--- config.mk ---
export PLATFORM = sky130hd
export DESIGN_NAME = flash_image_page_stager_flat
export DESIGN_NICKNAME = d
export VERILOG_FILES = /design/src/design/fips_pkg.sv /design/src/design/fips_if.sv /design/src/design/fips_page_buf.sv /design/src/design/fips_crc_unit.sv /design/src/design/flash_image_page_stager.sv /design/src/flat_wrapper.sv
export SDC_FILE = /design/constraint.sdc
export NUM_CORES = 2
export LEC_CHECK = 0
export BUFFER_PORTS_ARGS = -buffer_cell sky130_fd_sc_hd__buf_4
export CELL_PAD_IN_SITES_DETAIL_PLACEMENT = 1
export CELL_PAD_IN_SITES_GLOBAL_PLACEMENT = 2
export CORE_MARGIN = 10
export CORE_UTILIZATION = 49
export DETAILED_ROUTE_END_ITERATION = 8
export PLACE_DENSITY_LB_ADDON = 0.12
export SETUP_SLACK_MARGIN = 0.5
export SLEW_MARGIN = 40
export SYNTH_ARGS = -nofsm -noshare
export SYNTH_HDL_FRONTEND = slang
export SYNTH_SLANG_ARGS = --single-unit
--- constraint.sdc ---
create_clock -name clock -period 6.9 [get_ports clock]
set_input_delay 0.345 -clock clock [delete_from_list [all_inputs] [get_ports clock]]
set_output_delay 0.345 -clock clock [all_outputs]
set_load 0.02 [all_outputs]
--- src/design/fips_pkg.sv ---
// ----------------------------------------------------------------------------
// fips_pkg
// Shared constants, codes and control structs of the flash image page stager.
// ----------------------------------------------------------------------------
package fips_pkg;

   localparam int PAGE_BYTES      = 256;
   localparam int SECTOR_BYTES    = 4096;
   localparam int ADDR_BITS       = 24;
   localparam int WORD_BYTES      = 8;

   localparam int PAGE_INDEX_BITS = $clog2(PAGE_BYTES);
   localparam int FILL_BITS       = PAGE_INDEX_BITS + 1;
   localparam int LANE_BITS       = $clog2(WORD_BYTES);
   localparam int PAGE_WORDS      = PAGE_BYTES / WORD_BYTES;
   localparam int WORD_INDEX_BITS = PAGE_INDEX_BITS - LANE_BITS;
   localparam int SECTOR_BITS     = $clog2(SECTOR_BYTES);

   localparam int KIND_BITS       = 2;
   localparam int BYTE_BITS       = 8;
   localparam int OP_BITS         = 2;
   localparam int OUT_ADDR_BITS   = 24;
   localparam int DATA_BITS       = 64;
   localparam int STATUS_BITS     = 2;
   localparam int CRC_BITS        = 32;
   localparam int COUNT_BITS      = 25;
   localparam int CSR_INDEX_BITS  = 2;
   localparam int CSR_DATA_BITS   = 32;

   localparam logic [CRC_BITS-1:0]      CRC_POLY       = 32'hEDB8_8320;
   localparam logic [CRC_BITS-1:0]      CRC_INIT       = 32'hFFFF_FFFF;
   localparam logic [BYTE_BITS-1:0]     PAD_BYTE       = 8'hFF;
   localparam logic [ADDR_BITS-1:0]     START_RESET    = ADDR_BITS'(20480);
   localparam logic [COUNT_BITS-1:0]    REGION_RESET   = COUNT_BITS'(2072576);

   typedef enum logic [KIND_BITS-1:0] {
      KIND_BEGIN = 2'd0,
      KIND_DATA  = 2'd1,
      KIND_END   = 2'd2
   } kind_type;

   typedef enum logic [OP_BITS-1:0] {
      OP_ERASE   = 2'd0,
      OP_PROGRAM = 2'd1,
      OP_STATUS  = 2'd2
   } op_type;

   typedef enum logic [STATUS_BITS-1:0] {
      ST_OK        = 2'd0,
      ST_BAD_SIZE  = 2'd1,
      ST_SIZE_MISS = 2'd2,
      ST_CRC_MISS  = 2'd3
   } status_type;

   typedef enum logic [CSR_INDEX_BITS-1:0] {
      CSR_START_OFFSET  = 2'd0,
      CSR_REGION_BYTES  = 2'd1,
      CSR_EXPECTED_SIZE = 2'd2,
      CSR_EXPECTED_CRC  = 2'd3
   } csr_index_type;

   typedef struct packed {
      logic                       wr_en;
      logic [PAGE_INDEX_BITS-1:0] wr_index;
      logic [BYTE_BITS-1:0]       wr_data;
      logic                       rd_en;
      logic [WORD_INDEX_BITS-1:0] rd_word;
   } buf_ctl_type;

   typedef struct packed {
      logic                 clear;
      logic                 update;
      logic [BYTE_BITS-1:0] data;
   } crc_ctl_type;

endpackage

--- src/design/fips_if.sv ---
// ----------------------------------------------------------------------------
// fips_if
// Valid/ready channels of the flash image page stager.
// ----------------------------------------------------------------------------
interface fips_req_if;
   logic                            valid;
   logic                            ready;
   logic [fips_pkg::KIND_BITS-1:0]  kind;
   logic [fips_pkg::BYTE_BITS-1:0]  data_byte;

   modport source (output valid, kind, data_byte, input ready);
   modport sink   (input valid, kind, data_byte, output ready);
endinterface

interface fips_rsp_if;
   logic                               valid;
   logic                               ready;
   logic [fips_pkg::OP_BITS-1:0]       op;
   logic [fips_pkg::OUT_ADDR_BITS-1:0] flash_address;
   logic [fips_pkg::DATA_BITS-1:0]     program_data;
   logic [fips_pkg::STATUS_BITS-1:0]   status;
   logic [fips_pkg::CRC_BITS-1:0]      computed_crc;
   logic [fips_pkg::COUNT_BITS-1:0]    byte_count;
   logic                               last;

   modport source (output valid, op, flash_address, program_data, status,
                   computed_crc, byte_count, last, input ready);
   modport sink   (input valid, op, flash_address, program_data, status,
                   computed_crc, byte_count, last, output ready);
endinterface

interface fips_csr_if;
   logic                                valid;
   logic                                ready;
   logic [fips_pkg::CSR_INDEX_BITS-1:0] index;
   logic [fips_pkg::CSR_DATA_BITS-1:0]  data;

   modport source (output valid, index, data, input ready);
   modport sink   (input valid, index, data, output ready);
endinterface

--- src/design/fips_page_buf.sv ---
// ----------------------------------------------------------------------------
// fips_page_buf
// Page memory: byte writes, registered word reads, 0xFF past the fill count.
// ----------------------------------------------------------------------------
module fips_page_buf (
   input  logic                                clock,
   input  fips_pkg::buf_ctl_type               ctl,
   input  logic [fips_pkg::FILL_BITS-1:0]      fill,
   output logic [fips_pkg::DATA_BITS-1:0]      rd_data
);
   import fips_pkg::*;

   logic [DATA_BITS-1:0]       mem [PAGE_WORDS];
   logic [DATA_BITS-1:0]       rd_word_data_ff;
   logic [WORD_INDEX_BITS-1:0] rd_word_ff;
   logic [WORD_INDEX_BITS-1:0] wr_word;
   logic [LANE_BITS-1:0]       wr_lane;

   assign wr_word = ctl.wr_index[PAGE_INDEX_BITS-1:LANE_BITS];
   assign wr_lane = ctl.wr_index[LANE_BITS-1:0];

   always_ff @(posedge clock) begin
      if (ctl.wr_en) begin
         mem[wr_word][{wr_lane, 3'b000} +: BYTE_BITS] <= ctl.wr_data;
      end
      if (ctl.rd_en) begin
         rd_word_data_ff <= mem[ctl.rd_word];
         rd_word_ff      <= ctl.rd_word;
      end
   end

   // pad lanes beyond the fill count
   always_comb begin
      logic [PAGE_INDEX_BITS-1:0] idx;
      for (int j = 0; j < WORD_BYTES; j++) begin
         idx = {rd_word_ff, LANE_BITS'(j)};
         if (FILL_BITS'(idx) < fill) begin
            rd_data[j*BYTE_BITS +: BYTE_BITS] = rd_word_data_ff[j*BYTE_BITS +: BYTE_BITS];
         end else begin
            rd_data[j*BYTE_BITS +: BYTE_BITS] = PAD_BYTE;
         end
      end
   end

endmodule

--- src/design/fips_crc_unit.sv ---
// ----------------------------------------------------------------------------
// fips_crc_unit
// Running reflected CRC-32, one byte per cycle.
// ----------------------------------------------------------------------------
module fips_crc_unit (
   input  logic                              clock,
   input  logic                              reset,
   input  fips_pkg::crc_ctl_type             ctl,
   output logic [fips_pkg::CRC_BITS-1:0]     crc_value
);
   import fips_pkg::*;

   logic [CRC_BITS-1:0] crc_ff;
   logic [CRC_BITS-1:0] crc_in;
   logic [CRC_BITS-1:0] crc_step;

   always_comb begin
      logic [CRC_BITS-1:0] c;
      c = crc_ff ^ CRC_BITS'(ctl.data);
      for (int i = 0; i < BYTE_BITS; i++) begin
         c = c[0] ? ((c >> 1) ^ CRC_POLY) : (c >> 1);
      end
      crc_step = c;
   end

   always_comb begin
      priority if (ctl.clear) begin
         crc_in = CRC_INIT;
      end else if (ctl.update) begin
         crc_in = crc_step;
      end else begin
         crc_in = crc_ff;
      end
   end

   always_ff @(posedge clock) begin
      if (reset) begin
         crc_ff <= CRC_INIT;
      end else begin
         crc_ff <= crc_in;
      end
   end

   assign crc_value = ~crc_ff;

endmodule

--- src/design/flash_image_page_stager.sv ---
// ----------------------------------------------------------------------------
// flash_image_page_stager
// Stages an image body into flash pages and emits erase/program/status items.
// ----------------------------------------------------------------------------
// Usage:
//   req_bus carries one item per transfer: begin, data byte or end. csr_bus
//   writes the four setup registers (start offset, region size, expected
//   size, expected CRC) and is always ready; write it only while idle.
//   rsp_bus carries erase, program and status commands; last marks the final
//   command caused by one request.
// Sequence:
//   A data byte that does not fill the page is written while idle. A page
//   flush runs a setup state, an erase when the page starts a sector, and
//   then a page memory read and an output load per eight-byte program
//   command. End adds a status command. Requests wait while a flush runs.
// Reset:
//   Session state clears, the write address loads the start offset reset
//   value and the CRC register is all ones. Page memory is not cleared.
// Stall:
//   One output register holds a command until rsp_bus.ready; the erase,
//   program and status states hold while it is full and not being taken.
// ----------------------------------------------------------------------------
module flash_image_page_stager (
   input  logic      clock,
   input  logic      reset,
   fips_req_if.sink   req_bus,
   fips_rsp_if.source rsp_bus,
   fips_csr_if.sink   csr_bus
);
   import fips_pkg::*;

   typedef enum logic [2:0] {
      S_IDLE,
      S_FLUSH,
      S_ERASE,
      S_READ,
      S_PROG,
      S_STATUS
   } state_type;

   state_type                  state_ff, state_in;
   logic [FILL_BITS-1:0]       fill_ff, fill_in;
   logic [ADDR_BITS-1:0]       addr_ff, addr_in;
   logic [COUNT_BITS-1:0]      committed_ff, committed_in;
   logic                       end_pend_ff, end_pend_in;
   logic [WORD_INDEX_BITS-1:0] word_ff, word_in;

   logic                       rsp_valid_ff, rsp_valid_in;
   op_type                     rsp_op_ff, rsp_op_in;
   logic [OUT_ADDR_BITS-1:0]   rsp_addr_ff, rsp_addr_in;
   logic [DATA_BITS-1:0]       rsp_data_ff, rsp_data_in;
   status_type                 rsp_status_ff, rsp_status_in;
   logic [CRC_BITS-1:0]        rsp_crc_ff, rsp_crc_in;
   logic [COUNT_BITS-1:0]      rsp_count_ff, rsp_count_in;
   logic                       rsp_last_ff, rsp_last_in;

   logic [ADDR_BITS-1:0]       start_ff;
   logic [COUNT_BITS-1:0]      region_ff;
   logic [COUNT_BITS-1:0]      exp_size_ff;
   logic [CRC_BITS-1:0]        exp_crc_ff;

   buf_ctl_type                buf_ctl;
   crc_ctl_type                crc_ctl;
   logic [DATA_BITS-1:0]       buf_rd_data;
   logic [CRC_BITS-1:0]        crc_value;

   logic                       req_fire;
   logic                       csr_fire;
   logic                       slot_free;
   logic                       last_word;
   logic [COUNT_BITS:0]        committed_sum;
   logic [ADDR_BITS-1:0]       prog_addr;
   status_type                 final_status;

   fips_page_buf u_page_buf (
      .clock   (clock),
      .ctl     (buf_ctl),
      .fill    (fill_ff),
      .rd_data (buf_rd_data)
   );

   fips_crc_unit u_crc (
      .clock     (clock),
      .reset     (reset),
      .ctl       (crc_ctl),
      .crc_value (crc_value)
   );

   assign req_bus.ready = (state_ff == S_IDLE);
   assign req_fire      = req_bus.valid && req_bus.ready;
   assign csr_bus.ready = 1'b1;
   assign csr_fire      = csr_bus.valid && csr_bus.ready;
   assign slot_free     = !rsp_valid_ff || rsp_bus.ready;
   assign last_word     = (word_ff == WORD_INDEX_BITS'(PAGE_WORDS - 1));
   assign committed_sum = (COUNT_BITS+1)'(committed_ff) + (COUNT_BITS+1)'(fill_ff);
   assign prog_addr     = addr_ff + ADDR_BITS'({word_ff, {LANE_BITS{1'b0}}});

   always_comb begin
      priority if (exp_size_ff == '0 || exp_size_ff > region_ff) begin
         final_status = ST_BAD_SIZE;
      end else if (committed_ff != exp_size_ff) begin
         final_status = ST_SIZE_MISS;
      end else if (crc_value != exp_crc_ff) begin
         final_status = ST_CRC_MISS;
      end else begin
         final_status = ST_OK;
      end
   end

   // configuration registers
   always_ff @(posedge clock) begin
      if (reset) begin
         start_ff    <= START_RESET;
         region_ff   <= REGION_RESET;
         exp_size_ff <= '0;
         exp_crc_ff  <= '0;
      end else if (csr_fire) begin
         unique case (csr_index_type'(csr_bus.index))
            CSR_START_OFFSET:  start_ff    <= csr_bus.data[ADDR_BITS-1:0];
            CSR_REGION_BYTES:  region_ff   <= csr_bus.data[COUNT_BITS-1:0];
            CSR_EXPECTED_SIZE: exp_size_ff <= csr_bus.data[COUNT_BITS-1:0];
            CSR_EXPECTED_CRC:  exp_crc_ff  <= csr_bus.data[CRC_BITS-1:0];
            default: ;
         endcase
      end
   end

   always_comb begin
      state_in      = state_ff;
      fill_in       = fill_ff;
      addr_in       = addr_ff;
      committed_in  = committed_ff;
      end_pend_in   = end_pend_ff;
      word_in       = word_ff;
      rsp_valid_in  = rsp_valid_ff && !rsp_bus.ready;
      rsp_op_in     = rsp_op_ff;
      rsp_addr_in   = rsp_addr_ff;
      rsp_data_in   = rsp_data_ff;
      rsp_status_in = rsp_status_ff;
      rsp_crc_in    = rsp_crc_ff;
      rsp_count_in  = rsp_count_ff;
      rsp_last_in   = rsp_last_ff;
      buf_ctl          = '0;
      buf_ctl.wr_index = fill_ff[PAGE_INDEX_BITS-1:0];
      buf_ctl.wr_data  = req_bus.data_byte;
      buf_ctl.rd_word  = word_ff;
      crc_ctl          = '0;
      crc_ctl.data     = req_bus.data_byte;

      unique case (state_ff)
         S_IDLE: begin
            if (req_fire) begin
               unique case (kind_type'(req_bus.kind))
                  KIND_BEGIN: begin
                     fill_in       = '0;
                     addr_in       = start_ff;
                     committed_in  = '0;
                     end_pend_in   = 1'b0;
                     crc_ctl.clear = 1'b1;
                  end
                  KIND_DATA: begin
                     crc_ctl.update = 1'b1;
                     buf_ctl.wr_en  = 1'b1;
                     fill_in        = fill_ff + 1'b1;
                     if (fill_ff == FILL_BITS'(PAGE_BYTES - 1)) begin
                        end_pend_in = 1'b0;
                        state_in    = S_FLUSH;
                     end
                  end
                  KIND_END: begin
                     end_pend_in = 1'b1;
                     state_in    = (fill_ff == '0) ? S_STATUS : S_FLUSH;
                  end
                  default: ;
               endcase
            end
         end
         S_FLUSH: begin
            committed_in = committed_sum[COUNT_BITS] ? '1 : committed_sum[COUNT_BITS-1:0];
            word_in      = '0;
            state_in     = (addr_ff[SECTOR_BITS-1:0] == '0) ? S_ERASE : S_READ;
         end
         S_ERASE: begin
            if (slot_free) begin
               rsp_valid_in  = 1'b1;
               rsp_op_in     = OP_ERASE;
               rsp_addr_in   = OUT_ADDR_BITS'(addr_ff);
               rsp_data_in   = '0;
               rsp_status_in = ST_OK;
               rsp_crc_in    = crc_value;
               rsp_count_in  = committed_ff;
               rsp_last_in   = 1'b0;
               state_in      = S_READ;
            end
         end
         S_READ: begin
            buf_ctl.rd_en = 1'b1;
            state_in      = S_PROG;
         end
         S_PROG: begin
            if (slot_free) begin
               rsp_valid_in  = 1'b1;
               rsp_op_in     = OP_PROGRAM;
               rsp_addr_in   = OUT_ADDR_BITS'(prog_addr);
               rsp_data_in   = buf_rd_data;
               rsp_status_in = ST_OK;
               rsp_crc_in    = crc_value;
               rsp_count_in  = committed_ff;
               rsp_last_in   = last_word && !end_pend_ff;
               word_in       = word_ff + 1'b1;
               if (last_word) begin
                  fill_in  = '0;
                  addr_in  = addr_ff + ADDR_BITS'(PAGE_BYTES);
                  state_in = end_pend_ff ? S_STATUS : S_IDLE;
               end else begin
                  state_in = S_READ;
               end
            end
         end
         S_STATUS: begin
            if (slot_free) begin
               rsp_valid_in  = 1'b1;
               rsp_op_in     = OP_STATUS;
               rsp_addr_in   = '0;
               rsp_data_in   = '0;
               rsp_status_in = final_status;
               rsp_crc_in    = crc_value;
               rsp_count_in  = committed_ff;
               rsp_last_in   = 1'b1;
               end_pend_in   = 1'b0;
               state_in      = S_IDLE;
            end
         end
         default: state_in = S_IDLE;
      endcase
   end

   always_ff @(posedge clock) begin
      if (reset) begin
         state_ff     <= S_IDLE;
         fill_ff      <= '0;
         addr_ff      <= START_RESET;
         committed_ff <= '0;
         end_pend_ff  <= 1'b0;
         word_ff      <= '0;
         rsp_valid_ff <= 1'b0;
      end else begin
         state_ff     <= state_in;
         fill_ff      <= fill_in;
         addr_ff      <= addr_in;
         committed_ff <= committed_in;
         end_pend_ff  <= end_pend_in;
         word_ff      <= word_in;
         rsp_valid_ff <= rsp_valid_in;
      end
      rsp_op_ff     <= rsp_op_in;
      rsp_addr_ff   <= rsp_addr_in;
      rsp_data_ff   <= rsp_data_in;
      rsp_status_ff <= rsp_status_in;
      rsp_crc_ff    <= rsp_crc_in;
      rsp_count_ff  <= rsp_count_in;
      rsp_last_ff   <= rsp_last_in;
   end

   assign rsp_bus.valid         = rsp_valid_ff;
   assign rsp_bus.op            = rsp_op_ff;
   assign rsp_bus.flash_address = rsp_addr_ff;
   assign rsp_bus.program_data  = rsp_data_ff;
   assign rsp_bus.status        = rsp_status_ff;
   assign rsp_bus.computed_crc  = rsp_crc_ff;
   assign rsp_bus.byte_count    = rsp_count_ff;
   assign rsp_bus.last          = rsp_last_ff;

   a_full_page_flush: assert property (@(posedge clock) disable iff (reset)
      (req_fire && req_bus.kind == KIND_DATA && fill_ff == FILL_BITS'(PAGE_BYTES - 1))
      |=> (state_ff == S_FLUSH))
      else $error("full page did not start a flush");

   a_page_done_clears_fill: assert property (@(posedge clock) disable iff (reset)
      (state_ff == S_PROG && slot_free && last_word) |=> (fill_ff == '0))
      else $error("fill count not cleared after page flush");

   a_erase_on_sector: assert property (@(posedge clock) disable iff (reset)
      (rsp_valid_ff && rsp_op_ff == OP_ERASE)
      |-> (rsp_addr_ff[SECTOR_BITS-1:0] == '0))
      else $error("erase issued off a sector boundary");

   a_status_is_last: assert property (@(posedge clock) disable iff (reset)
      (state_ff == S_STATUS && slot_free) |=> (rsp_valid_ff && rsp_last_ff))
      else $error("status transfer not marked last");

   a_crc_stable_in_flush: assert property (@(posedge clock) disable iff (reset)
      (state_ff != S_IDLE && $past(state_ff != S_IDLE)) |-> $stable(crc_value))
      else $error("crc changed during flush");

endmodule
--- src/flat_wrapper.sv ---
// flat-port wrapper written by rule: the top's interface ports become plain ports
module flash_image_page_stager_flat import fips_pkg::*;
  (clock, reset, req_bus_valid, req_bus_kind, req_bus_data_byte, req_bus_ready, rsp_bus_valid, rsp_bus_op, rsp_bus_flash_address, rsp_bus_program_data, rsp_bus_status, rsp_bus_computed_crc, rsp_bus_byte_count, rsp_bus_last, rsp_bus_ready, csr_bus_valid, csr_bus_index, csr_bus_data, csr_bus_ready);
  fips_req_if req_bus_i ();
  fips_rsp_if rsp_bus_i ();
  fips_csr_if csr_bus_i ();
  input  logic clock;
  input  logic reset;
  input wire logic [$bits(req_bus_i.valid)-1:0] req_bus_valid;
  input wire logic [$bits(req_bus_i.kind)-1:0] req_bus_kind;
  input wire logic [$bits(req_bus_i.data_byte)-1:0] req_bus_data_byte;
  output wire logic [$bits(req_bus_i.ready)-1:0] req_bus_ready;
  output wire logic [$bits(rsp_bus_i.valid)-1:0] rsp_bus_valid;
  output wire logic [$bits(rsp_bus_i.op)-1:0] rsp_bus_op;
  output wire logic [$bits(rsp_bus_i.flash_address)-1:0] rsp_bus_flash_address;
  output wire logic [$bits(rsp_bus_i.program_data)-1:0] rsp_bus_program_data;
  output wire logic [$bits(rsp_bus_i.status)-1:0] rsp_bus_status;
  output wire logic [$bits(rsp_bus_i.computed_crc)-1:0] rsp_bus_computed_crc;
  output wire logic [$bits(rsp_bus_i.byte_count)-1:0] rsp_bus_byte_count;
  output wire logic [$bits(rsp_bus_i.last)-1:0] rsp_bus_last;
  input wire logic [$bits(rsp_bus_i.ready)-1:0] rsp_bus_ready;
  input wire logic [$bits(csr_bus_i.valid)-1:0] csr_bus_valid;
  input wire logic [$bits(csr_bus_i.index)-1:0] csr_bus_index;
  input wire logic [$bits(csr_bus_i.data)-1:0] csr_bus_data;
  output wire logic [$bits(csr_bus_i.ready)-1:0] csr_bus_ready;
  assign req_bus_i.valid = req_bus_valid;
  assign req_bus_i.kind = req_bus_kind;
  assign req_bus_i.data_byte = req_bus_data_byte;
  assign req_bus_ready = req_bus_i.ready;
  assign rsp_bus_valid = rsp_bus_i.valid;
  assign rsp_bus_op = rsp_bus_i.op;
  assign rsp_bus_flash_address = rsp_bus_i.flash_address;
  assign rsp_bus_program_data = rsp_bus_i.program_data;
  assign rsp_bus_status = rsp_bus_i.status;
  assign rsp_bus_computed_crc = rsp_bus_i.computed_crc;
  assign rsp_bus_byte_count = rsp_bus_i.byte_count;
  assign rsp_bus_last = rsp_bus_i.last;
  assign rsp_bus_i.ready = rsp_bus_ready;
  assign csr_bus_i.valid = csr_bus_valid;
  assign csr_bus_i.index = csr_bus_index;
  assign csr_bus_i.data = csr_bus_data;
  assign csr_bus_ready = csr_bus_i.ready;
  flash_image_page_stager u_core (.clock(clock), .reset(reset), .req_bus(req_bus_i), .rsp_bus(rsp_bus_i), .csr_bus(csr_bus_i));
endmodule
# Word level (Yosys, flattened, before mapping)
# Memory sizes are Yosys's and may differ from the RTL's. A register that Yosys moved wholly into a read port is not among the register bits.
# Cells that the tools add are included.
# totals
reg_bits	361
ramBits	2048
out_inout_bits	153
elab_cells	191
n_memories	1
# op_classes
addsub	6
order_cmp	9
n_eq_ne	26
n_shift	2
n_mux	78
bitwise_logic	10
n_reduce_logical	39
# mem_list
memory	words	word_bits	read_ports	rd_clocked_by_memory_dff	wr	line	rtl
u_core.u_page_buf.mem	32	64	1	1	1	fips_page_buf.sv:13	logic [DATA_BITS-1:0] mem [PAGE_WORDS];
# ops
cell	n
$mux 32	8
$mux 64	3
$mux 24	7
$pmux 64 s2	1
$not 13->14	8
$mux 25	3
$lt 8x9->1	8
$pmux 24 s3	1
$mux 8	8
$shift 8x8->64 const A	1
$shiftx 8x8->64	1
$pmux 25 s2	1
$pmux 24 s2	1
$pmux 9 s2	2
$ne 32x32->1	1
$not 32->32	1
$xor 32x8->32	1
$mux 9	3
$add 25x9->26	1
$gt 25x25->1	1
$logic_not 25->1	1
$ne 25x25->1	1
$add 24x8->24	1
$add 24x9->24 const B	1
41 further kinds	105

# Longest topological paths before layout
# logic_depth
word_depth	17
ltp_mapped	11
mapped_depth_nobuf	9

# Modules after synthesis
# From an unflattened synthesis, not the netlist that was laid out.
# unflattened
cells_unflattened	5601
area_unflattened_um2	98249.2
# modules_own_cells
module	instances	cells_per_inst	area_each_um2
fips_page_buf	1	3899	81698.4
flash_image_page_stager	1	1492	14611.5
fips_crc_unit	1	210	1939.4

# Worst setup path before layout
# No wires, ideal clock.
# synth_path
path_kind	register -> register
startpoint	register u_core.state_ff[1]
endpoint	register u_core.rsp_data_ff[0], in the netlist u_core.rsp_bus.program_data[0] (enable)
setup_ns	0.486
t_arrival_ns	3.607
required_ns	6.414
path_slack_ns	2.807
path_stages_with_launch	5
path_buffers	1
path_cell_list	dfxtp_1 -> clkbuf_1 -> and3_1 -> nor2_1 -> nor2_1
# synth_via
elab_chain_len	4
elab_cells_between_ends	8
cone_classes	eq/ne (5); reduce/logical (3)
# synth_rtl
item	line	rtl
from (decl)	flash_image_page_stager.sv:41	state_type state_ff, state_in;
from (signal assigned)	flash_image_page_stager.sv:248	state_ff <= state_in;
$eq 3x2->1 / $eq 3x3->1 (equally long branches)	flash_image_page_stager.sv:150	unique case (state_ff)
$reduce_or 2->1 (no source line)	n/a	
$ne 2x1->1 (no source line) / $reduce_bool 2->1 (equally long branches)	n/a	
$reduce_and 3->1 (no source line) (*)	n/a	
to (signal assigned)	flash_image_page_stager.sv:258	rsp_data_ff <= rsp_data_in;
to (decl)	flash_image_page_stager.sv:51	logic [DATA_BITS-1:0] rsp_data_ff, rsp_data_in;
# Every way passes the cells marked *; elsewhere a longest branch is shown, timed or not.
# A chain may end at the register's enable or synchronous reset.

# Final worst setup path
# layout_path
startpoint	register u_core.state_ff[0]
endpoint	memory u_core.u_page_buf.mem[0][56] (enable)
# layout_via
elab_chain_len	6
# layout_rtl
item	line	rtl
$logic_not 3->1 (*)	flash_image_page_stager.sv:89, flash_image_page_stager.sv:150	
$logic_and 1x1->1	flash_image_page_stager.sv:90	assign req_fire = req_bus.valid && req_bus.ready;
$mux 1	flash_image_page_stager.sv:152	if (req_fire) begin
$mux 1 (*)	flash_image_page_stager.sv:150	
$mux 1 (*)	fips_page_buf.sv:23	if (ctl.wr_en) begin
$mux 64 (implied by the code) (*)	fips_page_buf.sv:24	mem[wr_word][{wr_lane, 3'b000} +: BYTE_BITS] <= ctl.wr_data;
to (decl)	fips_page_buf.sv:13	
# Marks and branches as above.

==> impl_results.md <==
- Peak supply drop: 265.1 uV
- PD cells: approximately 310 nW/um2
- Detailed placement HPWL: about 170 mm
- Number of max-cap violations: 0
- Met2 usage: 0.3988
- RSZ-0062 raised after global routing: false
- Initial antenna violation count: 18
- Switching share of power: 0.2346
- Final Hold Viols: 0
- # rows: ~160
- Register area share after synthesis: 0.7363
- Count leader, synth: edfxtp_1
- 1st-pass router iterations: 5
- Final Instance Area: roughly 110000 um2
- CP required: between 7 and 8 ns
- Setup CP Type: reg2reg
- Worst Skew: 0.06282 ns
- Grt ovf: 0
- Fin crit share: 0.5815
- Clock share of power: 0.409
- Vias per Instance: 6.178
- Total routed wirelength: roughly 280 mm
- P_int: about 27 mW
- #FFs+latches synth: 2473
- Die height: 467.3 um
- Gr busiest metal: met2
- Fmax: around 250 MHz
- Largest net degree at the start of global routing: 126
- Vias in the first global route: between 50000 and 60000
- Share of cells above drive strength 1: 0.2610
- Via count: between 50000 and 60000
- Critical Path AT: around 4.5 ns
- Setup crit start kind: register
- Synth top area share: 0.6942
- Root Buffer: clkbuf_16
- Post-synth EDFFs: 2267
- Final cell count without fillers: ~8300
- CTS Sinks: 2473
- Top post-synthesis cells by area: edfxtp_1 (69%), mux4_2 (15%), dfxtp_1 (4.2%)
- Synthesized area: 98060 um2
- Min-delay worst type: in2reg
- Max Root-Sink Buffers: 4
- DR iter-0 viols: about 6200
- P_sw: slightly above 8 mW
- GR Layer Usage met1: 0.3754
- Async SR Flop Fraction: 0
- P_leak: between 30 and 40 nW
- Logic pwr share: 0.100
- Die X: 467.3 um
- CP endpoint kind: register
- Dpl cell area: roughly 100000 um2
- RD Place Congestion: 0.8102
- Drt drc: 0
- Met3 Usage GRT: 0.03714
- CTS tree: built
- Starting Density: 0.4916
- First-pass GRT wire length: roughly 400 mm
- Core area: about 200000 um2
- Commonest register cell after synthesis: edfxtp_1
- Hold WS: approximately 0.18 ns
- Clock Pin Slew Worst Setup and Hold Paths: roughly 0.060 ns
- Syn_area_per_cell: between 15 and 20 um2
- # Post-CTS Setup Buffers: 0
- Largest area contributor in the synthesized netlist: edfxtp_1
- Sequential share of power: 0.491
- Period minus WS final: 4.012 ns
- Final setup violation count: 0
- Mapped Cells: between 5000 and 6000
- Worst slew pin tran: between 0.9 and 1 ns
- Post-synth net total: between 5000 and 6000
- CTS H-tree depth: 5
- Final Max Tran Viols: 0
- Port Buffers: 200
- Setup TNS: 0 ns
- Post-synthesis cell type count: 75
- Total track usage: 0.2543
- Placed cell count: roughly 8000
- YS warnings: 0
- Skew-Pair Late Insertion Delay: between 0.9 and 1 ns
- Crit-path max FO: 36
- Die footprint: between 200000 and 250000 um2
- Num CTS Buffers: 278
- DR WL/cell: 33.51 um
- Status: completed
- Final net count: around 5600
- Slew headroom: 0.3947
- Area grow syn2layout: 14.41%
- Leading cell types by count after synthesis: edfxtp_1 (2267), mux4_2 (636), nand2_1 (381), nor2_1 (337), clkbuf_1 (211)
- Ports: roughly 200
- DRT antenna net count: 0
-- cells in the final DEF (no fill, tap or decap), types with 13 or more instances in the layout --
cell and n:
a21o_1 23, mux4_2 636, xor2_1 53, o21a_1 71, nand2_1 356, clkinvlp_4 14
o21ai_0 27, clkbuf_1 55, nor3_1 23, bufinv_16 24, edfxtp_1 2267, o211ai_1 50
mux2_2 64, dlygate4sd3_1 46, clkinv_2 37, nand4_1 33, diode_2 13, nand2_4 21
clkinv_1 39, dfxtp_1 201, and2_1 30, a21oi_1 162, buf_4 266, o21ai_1 14
nand3_1 46, and3_1 19, inv_1 87, nor2_2 13, ha_1 56, xnor2_1 72
and2_2 30, clkbuf_16 285, nor2_1 321, buf_12 14
-- timing repair --
item	CTS	global route
hold buffers	46	0
resized for setup	0	0
hold endpoints to repair	110	0
-- through the flow --
step                      power [mW]  utilization  worst slack, ns
after CTS                      35.10       0.5618            2.625
after global placement         20.78       0.5147            2.706
after global routing           35.96       0.5623            2.672
final                          34.82       0.5625            2.888
after floorplan                19.45            -            2.807
after detailed placement       20.91       0.5163            2.647
-- power by group through the flow --
stage               Combinational (mW)  Clock, mW  Sequential (mW)
floorplan                         1.85          0             17.6
global placement                  3.38          0             17.4
detailed placement                3.49          0             17.4
CTS                               3.53       14.5             17.1
global route                      3.75       15.1             17.1
finish                            3.48       14.3             17.1
-- registers in the layout, summed over array words and instances, names as in the netlist --
signal and count:
u_core.rsp_bus.op 2, u_core.end_pend_ff 1, u_core.u_crc.crc_ff 32, u_core.rsp_bus.last 1, u_core.committed_ff 25, u_core.word_ff 5
u_core.rsp_bus.flash_address 24, u_core.fill_ff 9, u_core.rsp_bus.status 2, u_core.exp_crc_ff 32, u_core.rsp_bus.computed_crc 32, u_core.exp_size_ff 25
u_core.state_ff 3, u_core.u_page_buf.mem 2048, u_core.addr_ff 24, u_core.rsp_bus.byte_count 25, u_core.rsp_bus.valid 1, u_core.region_ff 25
u_core.rsp_bus.program_data 64, u_core.u_page_buf.rd_word_data_ff 64, u_core.u_page_buf.rd_word_ff 5, u_core.start_ff 24
-- worst paths after layout --
| check | startpoint | end | slack (ns) | cells past startpoint |
|---|---|---|---|---|
| max | u_core.state_ff[0] | u_core.u_page_buf.mem[0][56] | 2.89 | 5 |
| min | req_bus_kind[0] | u_core.end_pend_ff | 0.18 | 5 |
| max reg2reg | u_core.state_ff[0] | u_core.u_page_buf.mem[0][56] | 2.89 | 5 |
| min reg2reg | u_core.region_ff[12] | u_core.region_ff[12] | 0.46 | 2 |
-- cell families after synthesis --
logic type	count (synthesis)	share of synthesized area
mux	713	0.1554
xor+xnor	138	0.01374
flops	2473	0.7363
buf+inv	367	0.01522
other cells	1	0.00003824
fa+ha+maj	58	0.007554
compound gates	432	0.02852
simple gates	974	0.04322
-- layout make-up --
type	count	area, um2
multi-input cells	2316	24720
well taps	2656	3323
flip-flops and latches	2473	72220
fillers	17432	87270
repair buffers	336	2948
inverters	90	337.8
diodes	13	32.53
clock inverters	120	1210
clock buffers	344	7393
-- worst max-delay path: stages, from the launching register on --
cell     delay [ns]
dfxtp_1        0.47
nor3_1         0.69
and3_2         0.30
buf_4          0.60
nand2_2        0.74
nor2_1         0.81
-- routing by layer --
layer	wire, um	vias up	share of wire
met5	0	-	0
met1	118800	27494	0.42
met4	7491	0	0.027
li1	-	21311	-
met2	132800	2381	0.47
met3	20640	391	0.074
Power figures use the tool's default switching activity.
